$ cat src/rtl/core/tpmh_pkg.sv
package tpmh_pkg;

  // Field widths fixed by the item formats
  localparam int MIS_W       = 10;
  localparam int GRP_W       = 2;
  localparam int BIN_W       = 7;
  localparam int CNT_FIELD_W = 16;
  localparam int PIU_W       = 3;
  localparam int CFG_IDX_W   = 3;
  localparam int NUM_ALLOWED = 4;
  localparam int THR0_W      = MIS_W + 1;
  localparam int THR1_W      = MIS_W + 2;

  // A missing hit is reported as 100 mismatches (tenths)
  localparam logic [MIS_W-1:0] NO_HIT_TENTHS = 10'd1000;

  // Operation codes
  localparam logic OP_SAMPLE = 1'b0;
  localparam logic OP_READ   = 1'b1;

  // Group codes
  localparam logic [GRP_W-1:0] GRP_IN  = 2'd0;
  localparam logic [GRP_W-1:0] GRP_OUT = 2'd1;

  // Grades
  localparam logic [1:0] GRADE_MATCH = 2'd0;
  localparam logic [1:0] GRADE_NEAR  = 2'd1;
  localparam logic [1:0] GRADE_MISS  = 2'd2;

  // Register indexes
  typedef enum logic [CFG_IDX_W-1:0] {
    REG_PROBES_IN_USE = 3'd0,
    REG_ALLOW_0       = 3'd1,
    REG_ALLOW_1       = 3'd2,
    REG_ALLOW_2       = 3'd3,
    REG_ALLOW_3       = 3'd4,
    REG_GREY_ZONE     = 3'd5,
    REG_OUTSIDE_DIFF  = 3'd6
  } reg_idx_t;

  typedef struct packed {
    logic             operation;
    logic [MIS_W-1:0] mismatch;
    logic [GRP_W-1:0] group;
    logic             last_probe;
    logic [BIN_W-1:0] read_bin;
  } in_item_t;

  typedef struct packed {
    logic [BIN_W-1:0]       bin;
    logic [CNT_FIELD_W-1:0] in_count;
    logic [CNT_FIELD_W-1:0] out_count;
  } out_item_t;

  typedef struct packed {
    logic [PIU_W-1:0]                  probes_in_use;
    logic [NUM_ALLOWED-1:0][MIS_W-1:0] allow_tenths;
    logic [MIS_W-1:0]                  grey_zone;
    logic [MIS_W-1:0]                  outside_diff;
  } cfg_t;

  // Register values after reset: four probes, all margins zero
  localparam cfg_t CFG_RESET = '{
    probes_in_use: 3'd4,
    allow_tenths:  '0,
    grey_zone:     '0,
    outside_diff:  '0
  };

  // Request handed from the index stage to the update stage
  typedef struct packed {
    logic             is_read;
    logic [GRP_W-1:0] group;
    logic             in_range;
    logic [BIN_W-1:0] bin;
  } hist_req_t;

  // 3 to the power n, elaboration and constant-index use
  function automatic int pow3(input int n);
    int r;
    r = 1;
    for (int i = 0; i < n; i++) begin
      r = r * 3;
    end
    return r;
  endfunction

  // Grade one mismatch against the thresholds of the selected probe
  function automatic logic [1:0] grade_of(input cfg_t cfg, input logic [1:0] sel,
                                          input logic [MIS_W-1:0] mis);
    logic [THR0_W-1:0] t0;
    logic [THR1_W-1:0] t1;
    t0 = {1'b0, cfg.allow_tenths[sel]} + {1'b0, cfg.grey_zone};
    t1 = {1'b0, t0} + {2'b0, cfg.outside_diff};
    if ({1'b0, mis} <= t0) begin
      return GRADE_MATCH;
    end else if ({2'b0, mis} <= t1) begin
      return GRADE_NEAR;
    end
    return GRADE_MISS;
  endfunction

endpackage

$ cat src/rtl/core/tpmh_cfg_regs.sv
module tpmh_cfg_regs
  import tpmh_pkg::*;
(
  input  logic                 clk,
  input  logic                 rst_n,
  input  logic                 wr_en,
  input  logic [CFG_IDX_W-1:0] wr_index,
  input  logic [MIS_W-1:0]     wr_data,
  output cfg_t                 cfg
);

  cfg_t cfg_r;
  cfg_t cfg_nxt;

  // Register write decode; an index past the list is dropped
  always_comb begin
    cfg_nxt = cfg_r;
    if (wr_en) begin
      case (wr_index)
        REG_PROBES_IN_USE: cfg_nxt.probes_in_use   = wr_data[PIU_W-1:0];
        REG_ALLOW_0:       cfg_nxt.allow_tenths[0] = wr_data;
        REG_ALLOW_1:       cfg_nxt.allow_tenths[1] = wr_data;
        REG_ALLOW_2:       cfg_nxt.allow_tenths[2] = wr_data;
        REG_ALLOW_3:       cfg_nxt.allow_tenths[3] = wr_data;
        REG_GREY_ZONE:     cfg_nxt.grey_zone       = wr_data;
        REG_OUTSIDE_DIFF:  cfg_nxt.outside_diff    = wr_data;
        default:           cfg_nxt = cfg_r;
      endcase
    end
  end

  always_ff @(posedge clk) begin
    if (!rst_n) begin
      cfg_r <= CFG_RESET;
    end else begin
      cfg_r <= cfg_nxt;
    end
  end

  assign cfg = cfg_r;

endmodule

$ cat src/rtl/core/tpmh_index.sv
module tpmh_index
  import tpmh_pkg::*;
#(
  parameter int MAX_PROBES = 4,
  parameter int IDX_W      = 7
) (
  input  logic             clk,
  input  logic             rst_n,
  input  cfg_t             cfg,
  input  logic             in_load,
  input  in_item_t         in_item,
  input  logic             s1_go,
  output logic             s1_vld,
  output logic             s1_has_res,
  output hist_req_t        s1_req,
  output logic [IDX_W-1:0] s1_addr
);

  localparam int Depth = pow3(MAX_PROBES);
  localparam int POS_W = $clog2(MAX_PROBES + 1);

  logic             s1_vld_r, s1_vld_nxt;
  in_item_t         s1_item_r;
  logic [POS_W-1:0] pos_r, pos_nxt;
  logic [IDX_W-1:0] part_r, part_nxt;

  logic [PIU_W-1:0] eff;
  logic             take;
  logic [1:0]       sel;
  logic [1:0]       cur_grade;
  logic [IDX_W-1:0] cur_w;
  logic [IDX_W-1:0] contrib;
  logic [IDX_W-1:0] part_take;
  logic [POS_W-1:0] pos_after;
  logic [IDX_W-1:0] fill;
  logic [IDX_W-1:0] idx_final;
  logic [1:0]       miss_grade;
  logic             is_read;

  // Effective probe count, limited to 1..MAX_PROBES
  always_comb begin
    if (cfg.probes_in_use == '0) begin
      eff = PIU_W'(1);
    end else if (int'(cfg.probes_in_use) > MAX_PROBES) begin
      eff = PIU_W'(MAX_PROBES);
    end else begin
      eff = cfg.probes_in_use;
    end
  end

  // Grade the current sample and add its digit
  always_comb begin
    take      = PIU_W'(pos_r) < eff;
    sel       = (int'(pos_r) > 3) ? 2'd3 : 2'(pos_r);
    cur_grade = grade_of(cfg, sel, s1_item_r.mismatch);
    cur_w     = '0;
    for (int p = 0; p < MAX_PROBES; p++) begin
      if (int'(pos_r) == p) cur_w = IDX_W'(pow3(p));
    end
    case (cur_grade)
      GRADE_NEAR: contrib = cur_w;
      GRADE_MISS: contrib = IDX_W'(cur_w << 1);
      default:    contrib = '0;
    endcase
    part_take = take ? (part_r + contrib) : part_r;
    pos_after = take ? (pos_r + POS_W'(1)) : pos_r;
  end

  // Probes not supplied before the last one count as missing hits
  always_comb begin
    fill       = '0;
    miss_grade = GRADE_MATCH;
    for (int p = 0; p < MAX_PROBES; p++) begin
      miss_grade = grade_of(cfg, (p > 3) ? 2'd3 : 2'(p), NO_HIT_TENTHS);
      if ((int'(pos_after) <= p) && (p < int'(eff))) begin
        case (miss_grade)
          GRADE_NEAR: fill = fill + IDX_W'(pow3(p));
          GRADE_MISS: fill = fill + IDX_W'(2 * pow3(p));
          default:    fill = fill;
        endcase
      end
    end
    idx_final = part_take + fill;
  end

  // Request toward the histogram
  always_comb begin
    is_read         = (s1_item_r.operation == OP_READ);
    s1_has_res      = is_read || s1_item_r.last_probe;
    s1_req.is_read  = is_read;
    s1_req.group    = s1_item_r.group;
    s1_req.in_range = is_read ? (int'(s1_item_r.read_bin) < Depth) : 1'b1;
    s1_req.bin      = is_read ? s1_item_r.read_bin : BIN_W'(idx_final);
    s1_addr         = is_read ? IDX_W'(s1_item_r.read_bin) : idx_final;
  end

  // Species walk state advances as each sample leaves the stage
  always_comb begin
    pos_nxt    = pos_r;
    part_nxt   = part_r;
    s1_vld_nxt = s1_vld_r;
    if (s1_go && !is_read) begin
      if (s1_item_r.last_probe) begin
        pos_nxt  = '0;
        part_nxt = '0;
      end else begin
        pos_nxt  = pos_after;
        part_nxt = part_take;
      end
    end
    if (in_load) begin
      s1_vld_nxt = 1'b1;
    end else if (s1_go) begin
      s1_vld_nxt = 1'b0;
    end
  end

  always_ff @(posedge clk) begin
    if (!rst_n) begin
      s1_vld_r <= 1'b0;
      pos_r    <= '0;
      part_r   <= '0;
    end else begin
      s1_vld_r <= s1_vld_nxt;
      pos_r    <= pos_nxt;
      part_r   <= part_nxt;
    end
  end

  always_ff @(posedge clk) begin
    if (in_load) s1_item_r <= in_item;
  end

  assign s1_vld = s1_vld_r;

endmodule

$ cat src/rtl/core/tpmh_hist_ram.sv
module tpmh_hist_ram
  import tpmh_pkg::*;
#(
  parameter int MAX_PROBES = 4,
  parameter int COUNT_BITS = 16,
  parameter int IDX_W      = 7
) (
  input  logic                  clk,
  input  logic                  rst_n,
  input  logic                  rd_en,
  input  logic [IDX_W-1:0]      rd_addr,
  output logic [COUNT_BITS-1:0] rd_in,
  output logic [COUNT_BITS-1:0] rd_out,
  input  logic                  wr_en,
  input  logic [IDX_W-1:0]      wr_addr,
  input  logic [COUNT_BITS-1:0] wr_in,
  input  logic [COUNT_BITS-1:0] wr_out,
  output logic                  clr_busy
);

  localparam int Depth  = pow3(MAX_PROBES);
  localparam int WORD_W = 2 * COUNT_BITS;

  // One word per bin: out-group count above in-group count
  logic [WORD_W-1:0] mem [Depth];
  logic [WORD_W-1:0] rd_q_r;

  logic              clr_busy_r, clr_busy_nxt;
  logic [IDX_W-1:0]  clr_addr_r, clr_addr_nxt;
  logic              we;
  logic [IDX_W-1:0]  wa;
  logic [WORD_W-1:0] wd;

  // Clearing sweep after reset, one bin per cycle
  always_comb begin
    clr_busy_nxt = clr_busy_r;
    clr_addr_nxt = clr_addr_r;
    if (clr_busy_r) begin
      clr_addr_nxt = clr_addr_r + IDX_W'(1);
      if (clr_addr_r == IDX_W'(Depth - 1)) clr_busy_nxt = 1'b0;
    end
  end

  always_ff @(posedge clk) begin
    if (!rst_n) begin
      clr_busy_r <= 1'b1;
      clr_addr_r <= '0;
    end else begin
      clr_busy_r <= clr_busy_nxt;
      clr_addr_r <= clr_addr_nxt;
    end
  end

  // Write port shared by the sweep and the update stage
  always_comb begin
    we = clr_busy_r || wr_en;
    wa = clr_busy_r ? clr_addr_r : wr_addr;
    wd = clr_busy_r ? '0 : {wr_out, wr_in};
  end

  always_ff @(posedge clk) begin
    if (we) mem[wa] <= wd;
  end

  always_ff @(posedge clk) begin
    if (rd_en) rd_q_r <= mem[rd_addr];
  end

  assign rd_in    = rd_q_r[COUNT_BITS-1:0];
  assign rd_out   = rd_q_r[WORD_W-1:COUNT_BITS];
  assign clr_busy = clr_busy_r;

endmodule

$ cat src/rtl/core/tpmh_update.sv
module tpmh_update
  import tpmh_pkg::*;
#(
  parameter int COUNT_BITS = 16,
  parameter int IDX_W      = 7
) (
  input  logic                  clk,
  input  logic                  rst_n,
  input  logic                  s2_load,
  input  hist_req_t             s1_req,
  input  logic [IDX_W-1:0]      s1_addr,
  output logic                  s2_free,
  input  logic [COUNT_BITS-1:0] rd_in,
  input  logic [COUNT_BITS-1:0] rd_out,
  output logic                  wr_en,
  output logic [IDX_W-1:0]      wr_addr,
  output logic [COUNT_BITS-1:0] wr_in,
  output logic [COUNT_BITS-1:0] wr_out,
  output logic                  out_valid,
  input  logic                  out_ready,
  output out_item_t             out_item
);

  logic                  s2_vld_r;
  hist_req_t             s2_req_r;
  logic [IDX_W-1:0]      s2_addr_r;

  logic                  fwd_vld_r;
  logic [IDX_W-1:0]      fwd_addr_r;
  logic [COUNT_BITS-1:0] fwd_in_r, fwd_out_r;

  logic                  out_vld_r;
  out_item_t             out_item_r, out_item_nxt;

  logic                  s3_load, s2_go, fwd_hit, upd;
  logic [COUNT_BITS-1:0] cur_in, cur_out, new_in, new_out;

  // Handshake between the update stage and the output register
  assign s3_load = !out_vld_r || out_ready;
  assign s2_go   = s2_vld_r && s3_load;
  assign s2_free = !s2_vld_r || s2_go;

  // Bypass the bin written on the same edge that this bin was read
  always_comb begin
    fwd_hit = fwd_vld_r && (fwd_addr_r == s2_addr_r);
    cur_in  = fwd_hit ? fwd_in_r  : rd_in;
    cur_out = fwd_hit ? fwd_out_r : rd_out;
  end

  // Saturating increment of the chosen group
  always_comb begin
    upd     = !s2_req_r.is_read;
    new_in  = cur_in;
    new_out = cur_out;
    if (upd && (s2_req_r.group == GRP_IN) && !(&cur_in)) begin
      new_in = cur_in + COUNT_BITS'(1);
    end
    if (upd && (s2_req_r.group == GRP_OUT) && !(&cur_out)) begin
      new_out = cur_out + COUNT_BITS'(1);
    end
    wr_en   = s2_go && upd;
    wr_addr = s2_addr_r;
    wr_in   = new_in;
    wr_out  = new_out;
  end

  // Result beat; a bin past the histogram reads as zero
  always_comb begin
    out_item_nxt.bin       = s2_req_r.bin;
    out_item_nxt.in_count  = s2_req_r.in_range ? CNT_FIELD_W'(new_in) : '0;
    out_item_nxt.out_count = s2_req_r.in_range ? CNT_FIELD_W'(new_out) : '0;
  end

  always_ff @(posedge clk) begin
    if (!rst_n) begin
      s2_vld_r  <= 1'b0;
      fwd_vld_r <= 1'b0;
      out_vld_r <= 1'b0;
    end else begin
      if (s2_load) begin
        s2_vld_r <= 1'b1;
      end else if (s2_go) begin
        s2_vld_r <= 1'b0;
      end
      if (wr_en) fwd_vld_r <= 1'b1;
      if (s2_go) begin
        out_vld_r <= 1'b1;
      end else if (out_ready) begin
        out_vld_r <= 1'b0;
      end
    end
  end

  always_ff @(posedge clk) begin
    if (s2_load) begin
      s2_req_r  <= s1_req;
      s2_addr_r <= s1_addr;
    end
    if (wr_en) begin
      fwd_addr_r <= s2_addr_r;
      fwd_in_r   <= new_in;
      fwd_out_r  <= new_out;
    end
    if (s2_go) out_item_r <= out_item_nxt;
  end

  assign out_valid = out_vld_r;
  assign out_item  = out_item_r;

endmodule

$ cat src/rtl/core/ternary_probe_match_histogram_unit.sv
// Channel  | Direction | Handshake           | Payload
// in_      | input     | in_valid/in_ready   | in_item (operation, mismatch, group, ...)
// out_     | output    | out_valid/out_ready | out_item (bin, in_count, out_count)
// cfg_     | input     | cfg_valid/cfg_ready | cfg_index, cfg_data
//
// One item per cycle unless an output stall or the clearing sweep holds in_ready low; a
// result passes through the index stage, the histogram read and the output register.
// The histogram memory has a single write port and a registered read port;
// back-to-back hits on one bin are bypassed from the last write.
// After reset a clearing sweep over all 3^MAX_PROBES bins (81 by default) holds
// in_ready low; configuration writes are taken throughout.
// An output stall backs up through the stages; empty stages still take beats.
module ternary_probe_match_histogram_unit
  import tpmh_pkg::*;
#(
  parameter int MAX_PROBES = 4,
  parameter int COUNT_BITS = 16
) (
  input  logic                 clk,
  input  logic                 rst_n,
  input  logic                 in_valid,
  output logic                 in_ready,
  input  in_item_t             in_item,
  output logic                 out_valid,
  input  logic                 out_ready,
  output out_item_t            out_item,
  input  logic                 cfg_valid,
  output logic                 cfg_ready,
  input  logic [CFG_IDX_W-1:0] cfg_index,
  input  logic [MIS_W-1:0]     cfg_data
);

  localparam int Depth = pow3(MAX_PROBES);
  localparam int IDX_W = $clog2(Depth);

  cfg_t                  cfg;
  logic                  in_load, s1_go, s1_vld, s1_has_res, s2_free, clr_busy;
  hist_req_t             s1_req;
  logic [IDX_W-1:0]      s1_addr, wr_addr;
  logic [COUNT_BITS-1:0] rd_in, rd_out, wr_in, wr_out;
  logic                  wr_en;

  assign cfg_ready = 1'b1;

  // Stage advance: samples that close no species drop out here
  assign s1_go    = s1_vld && (!s1_has_res || s2_free);
  assign in_ready = (!s1_vld || s1_go) && !clr_busy;
  assign in_load  = in_valid && in_ready;

  tpmh_cfg_regs u_cfg (
    .clk      (clk),
    .rst_n    (rst_n),
    .wr_en    (cfg_valid && cfg_ready),
    .wr_index (cfg_index),
    .wr_data  (cfg_data),
    .cfg      (cfg)
  );

  tpmh_index #(
    .MAX_PROBES (MAX_PROBES),
    .IDX_W      (IDX_W)
  ) u_index (
    .clk        (clk),
    .rst_n      (rst_n),
    .cfg        (cfg),
    .in_load    (in_load),
    .in_item    (in_item),
    .s1_go      (s1_go),
    .s1_vld     (s1_vld),
    .s1_has_res (s1_has_res),
    .s1_req     (s1_req),
    .s1_addr    (s1_addr)
  );

  tpmh_hist_ram #(
    .MAX_PROBES (MAX_PROBES),
    .COUNT_BITS (COUNT_BITS),
    .IDX_W      (IDX_W)
  ) u_ram (
    .clk      (clk),
    .rst_n    (rst_n),
    .rd_en    (s1_go && s1_has_res),
    .rd_addr  (s1_addr),
    .rd_in    (rd_in),
    .rd_out   (rd_out),
    .wr_en    (wr_en),
    .wr_addr  (wr_addr),
    .wr_in    (wr_in),
    .wr_out   (wr_out),
    .clr_busy (clr_busy)
  );

  tpmh_update #(
    .COUNT_BITS (COUNT_BITS),
    .IDX_W      (IDX_W)
  ) u_update (
    .clk       (clk),
    .rst_n     (rst_n),
    .s2_load   (s1_go && s1_has_res),
    .s1_req    (s1_req),
    .s1_addr   (s1_addr),
    .s2_free   (s2_free),
    .rd_in     (rd_in),
    .rd_out    (rd_out),
    .wr_en     (wr_en),
    .wr_addr   (wr_addr),
    .wr_in     (wr_in),
    .wr_out    (wr_out),
    .out_valid (out_valid),
    .out_ready (out_ready),
    .out_item  (out_item)
  );

endmodule

$ cat config.mk
export PLATFORM = sky130hd
export DESIGN_NAME = ternary_probe_match_histogram_unit
export DESIGN_NICKNAME = d
export VERILOG_FILES = /design/src/rtl/core/tpmh_pkg.sv /design/src/rtl/core/tpmh_cfg_regs.sv /design/src/rtl/core/tpmh_index.sv /design/src/rtl/core/tpmh_hist_ram.sv /design/src/rtl/core/tpmh_update.sv /design/src/rtl/core/ternary_probe_match_histogram_unit.sv
export SDC_FILE = /design/constraint.sdc
export NUM_CORES = 2
export LEC_CHECK = 0
export BUFFER_PORTS_ARGS = -buffer_cell sky130_fd_sc_hd__buf_2
export CORE_ASPECT_RATIO = 1.1
export CORE_MARGIN = 4
export CORE_UTILIZATION = 47
export CTS_CLUSTER_SIZE = 14
export DETAILED_ROUTE_END_ITERATION = 10
export GPL_TIMING_DRIVEN = 1
export HOLD_SLACK_MARGIN = 0.12
export SETUP_SLACK_MARGIN = 0.4
export SLEW_MARGIN = 20
export SYNTH_ARGS = -nofsm -noshare
export SYNTH_HDL_FRONTEND = slang
export SYNTH_SLANG_ARGS = --single-unit
$ cat constraint.sdc
create_clock -name clk -period 19.7 [get_ports clk]
set_clock_uncertainty 0.15 [all_clocks]
set_input_delay 3.94 -clock clk [delete_from_list [all_inputs] [get_ports clk]]
set_output_delay 3.94 -clock clk [all_outputs]
set_load 0.02 [all_outputs]
==> impl_metrics.csv <==
group,metric,value,unit
outcome,status,"completed",
yosys,synth_top_cell_by_area,"edfxtp_1",
sta,period_share,62.3,%
layout,drive_gt1_share,8.92,%
global_route,antenna_found_initial,24,
global_route,first_global_vias,75300,
setup_path,slowest_delay,0.79,ns
yosys,synthFlopType,"edfxtp_1",
yosys,yosys-top-cells-area,"edfxtp_1 (68%), nand2_1 (8.8%), nand3_1 (2.8%)",
layout,utilization,52.9,%
floorplan,dieArea,0.263,sq mm
power,p_clk_share,40.2,%
sta,layout_setup_ws,7.42,ns
floorplan,start_util,47.2,%
run,drv_cap,0,
layout,instances_no_fill,13200,
power,ir_drop,69.3,uV
clock_tree,cts_resized,0,
yosys,ys_warn_count,0,
global_route,grt_use_total,27.3,%
clock_tree,clk_latency,0.89,ns
clock_tree,clock_sinks,2819,
global_route,grt_max_degree,170,
global_route,overflow,0,
sta,relSlewSlack,19.6,%
sta,maxSlewViolCount,0,
setup_path,required,20.18,ns
sta,fmax,81.4,MHz
placed_design,postPlaceCellArea,0.125,sq mm
clock_tree,clkTransAtPathRegs,0.06,ns
floorplan,rows,194,
detailed_routing,vias,80100,
yosys,synth_area,0.120,sq mm
power,power.density,99.5,mW/mm^2
clock_tree,cts_hold_buffers,0,
setup_path,worst_setup_path_start_kind,"register",
power,p_switching,3.38,mW
placed_design,dpl.hpwl,203,mm
yosys,synth_edf_count,2734,
floorplan,coreArea,0.254,sq mm
setup_path,worstSetupEndpointType,"register",
power,pwr-share-comb,11.0,%
detailed_routing,wl_per_cell,28.0,um
yosys,netlist.area_leader.share,68.5,%
power,seq_power_share,48.8,%
placed_design,port_buffers,79,
yosys,synth_cell_types,89,
power,sw_frac_of_total,25.3,%
sta,min_period,12.28,ns
setup_path,cp_common_cell,"a21oi_1",
clock_tree,h-tree-depth,5,
detailed_routing,dr.pass1.iters,6,
setup_path,slowest_stage,"buf_4",
detailed_routing,drc,0,
clock_tree,ctsLongestPathBuffers,4,
clock_tree,cts_tree,"done",
sta,rsz0062_at_grt,"false",
layout,fin_area,0.134,sq mm
layout,area_growth,12.0,%
placed_design,pre_cts_slack,7.54,ns
floorplan,io_pins,81,
detailed_routing,drtIter0Drc,10200,
global_route,grt_pass1_wl,529,mm
setup_path,cpLargestDelayFamily,"compound AO/OA/AOI/OAI gates",
yosys,synth_seq_cells,2819,
placed_design,dp_cells,12600,
yosys,ys_seq_area_share,69.9,%
layout,fin_nets,9797,
setup_path,crit_type,"reg2reg",
sta,tns,0,ns
clock_tree,cts_setup_buffers,0,
detailed_routing,vias_per_cell,6.08,
detailed_routing,ant_nets,0,
power,total_power,13.4,mW
yosys,synth_fp_nets,9798,
yosys,syn_avg_cell_area,12.5,sq um
yosys,synthArstFlopShare,0,%
clock_tree,numCtsBuffers,296,
power,intPower,9.97,mW
yosys,syn_inst,9597,
detailed_routing,routed_wl,369,mm
hold_path,hp-class,"reg2reg",
placed_design,gp_congestion,0.908,
power,power_leakage,48.4,nW
clock_tree,root_buffer,"clkbuf_16",
floorplan,die_w,490,um
floorplan,die_h,538,um
sta,setup_violations,0,
setup_path,crit_buf_inv,9,
setup_path,crit_fanout,64,
sta,hold_viol_final,0,
sta,whs,0.322,ns
sta,tightest_slew,1.17,ns
setup_path,crit_arrival,12.76,ns
==> worst reg2reg max path, delay by kind of cell (launching register included) <==
kind                       cells  cell delay (ns)
buffers and inverters          9             2.86
and+or+nand+nor                8             1.04
muxes                          5             1.24
AOI/OAI and AO/OA             15             3.37
DFF                            1             0.48
xor gates and xnor gates       1             0.18
adders and majority gates      9             2.74
==> flip-flops by register name, summed over array words and instances (netlist names) <==
| signal | cells |
|---|---|
| u_ram.mem | 2592 |
| u_cfg.cfg | 63 |
| u_update.out_item | 39 |
| u_ram.rd_q_r | 32 |
| u_index.s1_item_r | 18 |
| u_update.fwd_in_r | 16 |
| u_update.fwd_out_r | 16 |
| u_index.part_r | 7 |
| u_ram.clr_addr_r | 7 |
| u_update.fwd_addr_r | 7 |
| u_update.out_item_nxt | 7 |
| u_update.s2_req_r | 4 |
| u_index.pos_r | 3 |
| u_index.s1_req | 2 |
| u_index.is_read | 1 |
| u_index.s1_vld | 1 |
| u_ram.clr_busy | 1 |
| u_update.fwd_vld_r | 1 |
| u_update.out_valid | 1 |
| u_update.s2_vld_r | 1 |
==> logic make-up (layout without fill, tap and decap cells) <==
family / count (synthesis) / count (layout) / share of synthesized area, %
AND/OR/NAND/NOR: 4250 / 4250 / 15.2
XOR/XNOR: 120 / 120 / 0.877
flip-flops: 2819 / 2819 / 69.9
other: 1 / 13 / 0.00313
buffers and inverters: 733 / 950 / 2.33
multiplexers: 317 / 317 / 2.76
AO/OA/AOI/OAI: 1195 / 1195 / 7.21
adder cells (fa/ha/maj): 162 / 162 / 1.77
==> Yosys cell counts (40+ instances only) <==
cell / instances
nand2_1: 2814
edfxtp_1: 2734
nand3_1: 682
clkbuf_1: 528
a311oi_1: 354
and3_1: 329
a31oi_1: 297
mux2i_1: 295
nor2_1: 190
a21oi_1: 169
ha_1: 150
inv_1: 127
o21ai_0: 94
dfxtp_1: 85
xnor2_1: 80
buf_1: 66
a21boi_0: 65
nor2b_1: 57
nor3_1: 55
xor2_1: 40
==> cells in the final DEF, fill, tap and decap left out, types with 150 or more instances in the layout <==
| cell type | instances |
|---|---|
| a21oi_1 | 168 |
| a31oi_1 | 297 |
| a311oi_1 | 354 |
| buf_4 | 206 |
| nand2_1 | 2814 |
| and3_1 | 329 |
| ha_1 | 150 |
| nand3_1 | 682 |
| edfxtp_1 | 2734 |
| clkbuf_16 | 302 |
| mux2i_1 | 286 |
==> power by group through the flow <==
stage	logic (mW)	registers (mW)	clock network [mW]
floorplan	0.827	6.64	0
global placement	1.43	6.64	0
detailed placement	1.44	6.65	0
CTS	1.45	6.52	5.44
global route	1.54	6.52	5.70
finish	1.47	6.52	5.37
==> final timing paths <==
kind	end	slack, ns	from	depth (start not counted)
worst max-delay path	u_ram.rd_q_r[13]	7.42	u_index.pos_r[0]	47
worst min-delay path	u_update.s2_req_r[8]	0.32	u_index.s1_req[8]	0
worst max register to register	u_ram.rd_q_r[13]	7.42	u_index.pos_r[0]	47
worst min register to register	u_update.s2_req_r[8]	0.32	u_index.s1_req[8]	0
==> metal layers <==
metal	wire length [um]	track usage, %
met5	49	0
met4	17100	11.3
met3	35600	4.95
met2	166000	42.2
met1	150000	38.4
==> area by class of cell <==
cell class / count / area, sq um
clock inverters: 163 / 1390
diodes: 12 / 30.0
multi-input cells: 6045 / 34300
inverters: 130 / 505
well taps: 3332 / 4170
flip-flops and latches: 2819 / 83800
repair buffers: 304 / 2300
clock buffers: 353 / 7750
fillers: 21200 / 120000
Note: power is estimated with default switching activity, not from simulation.
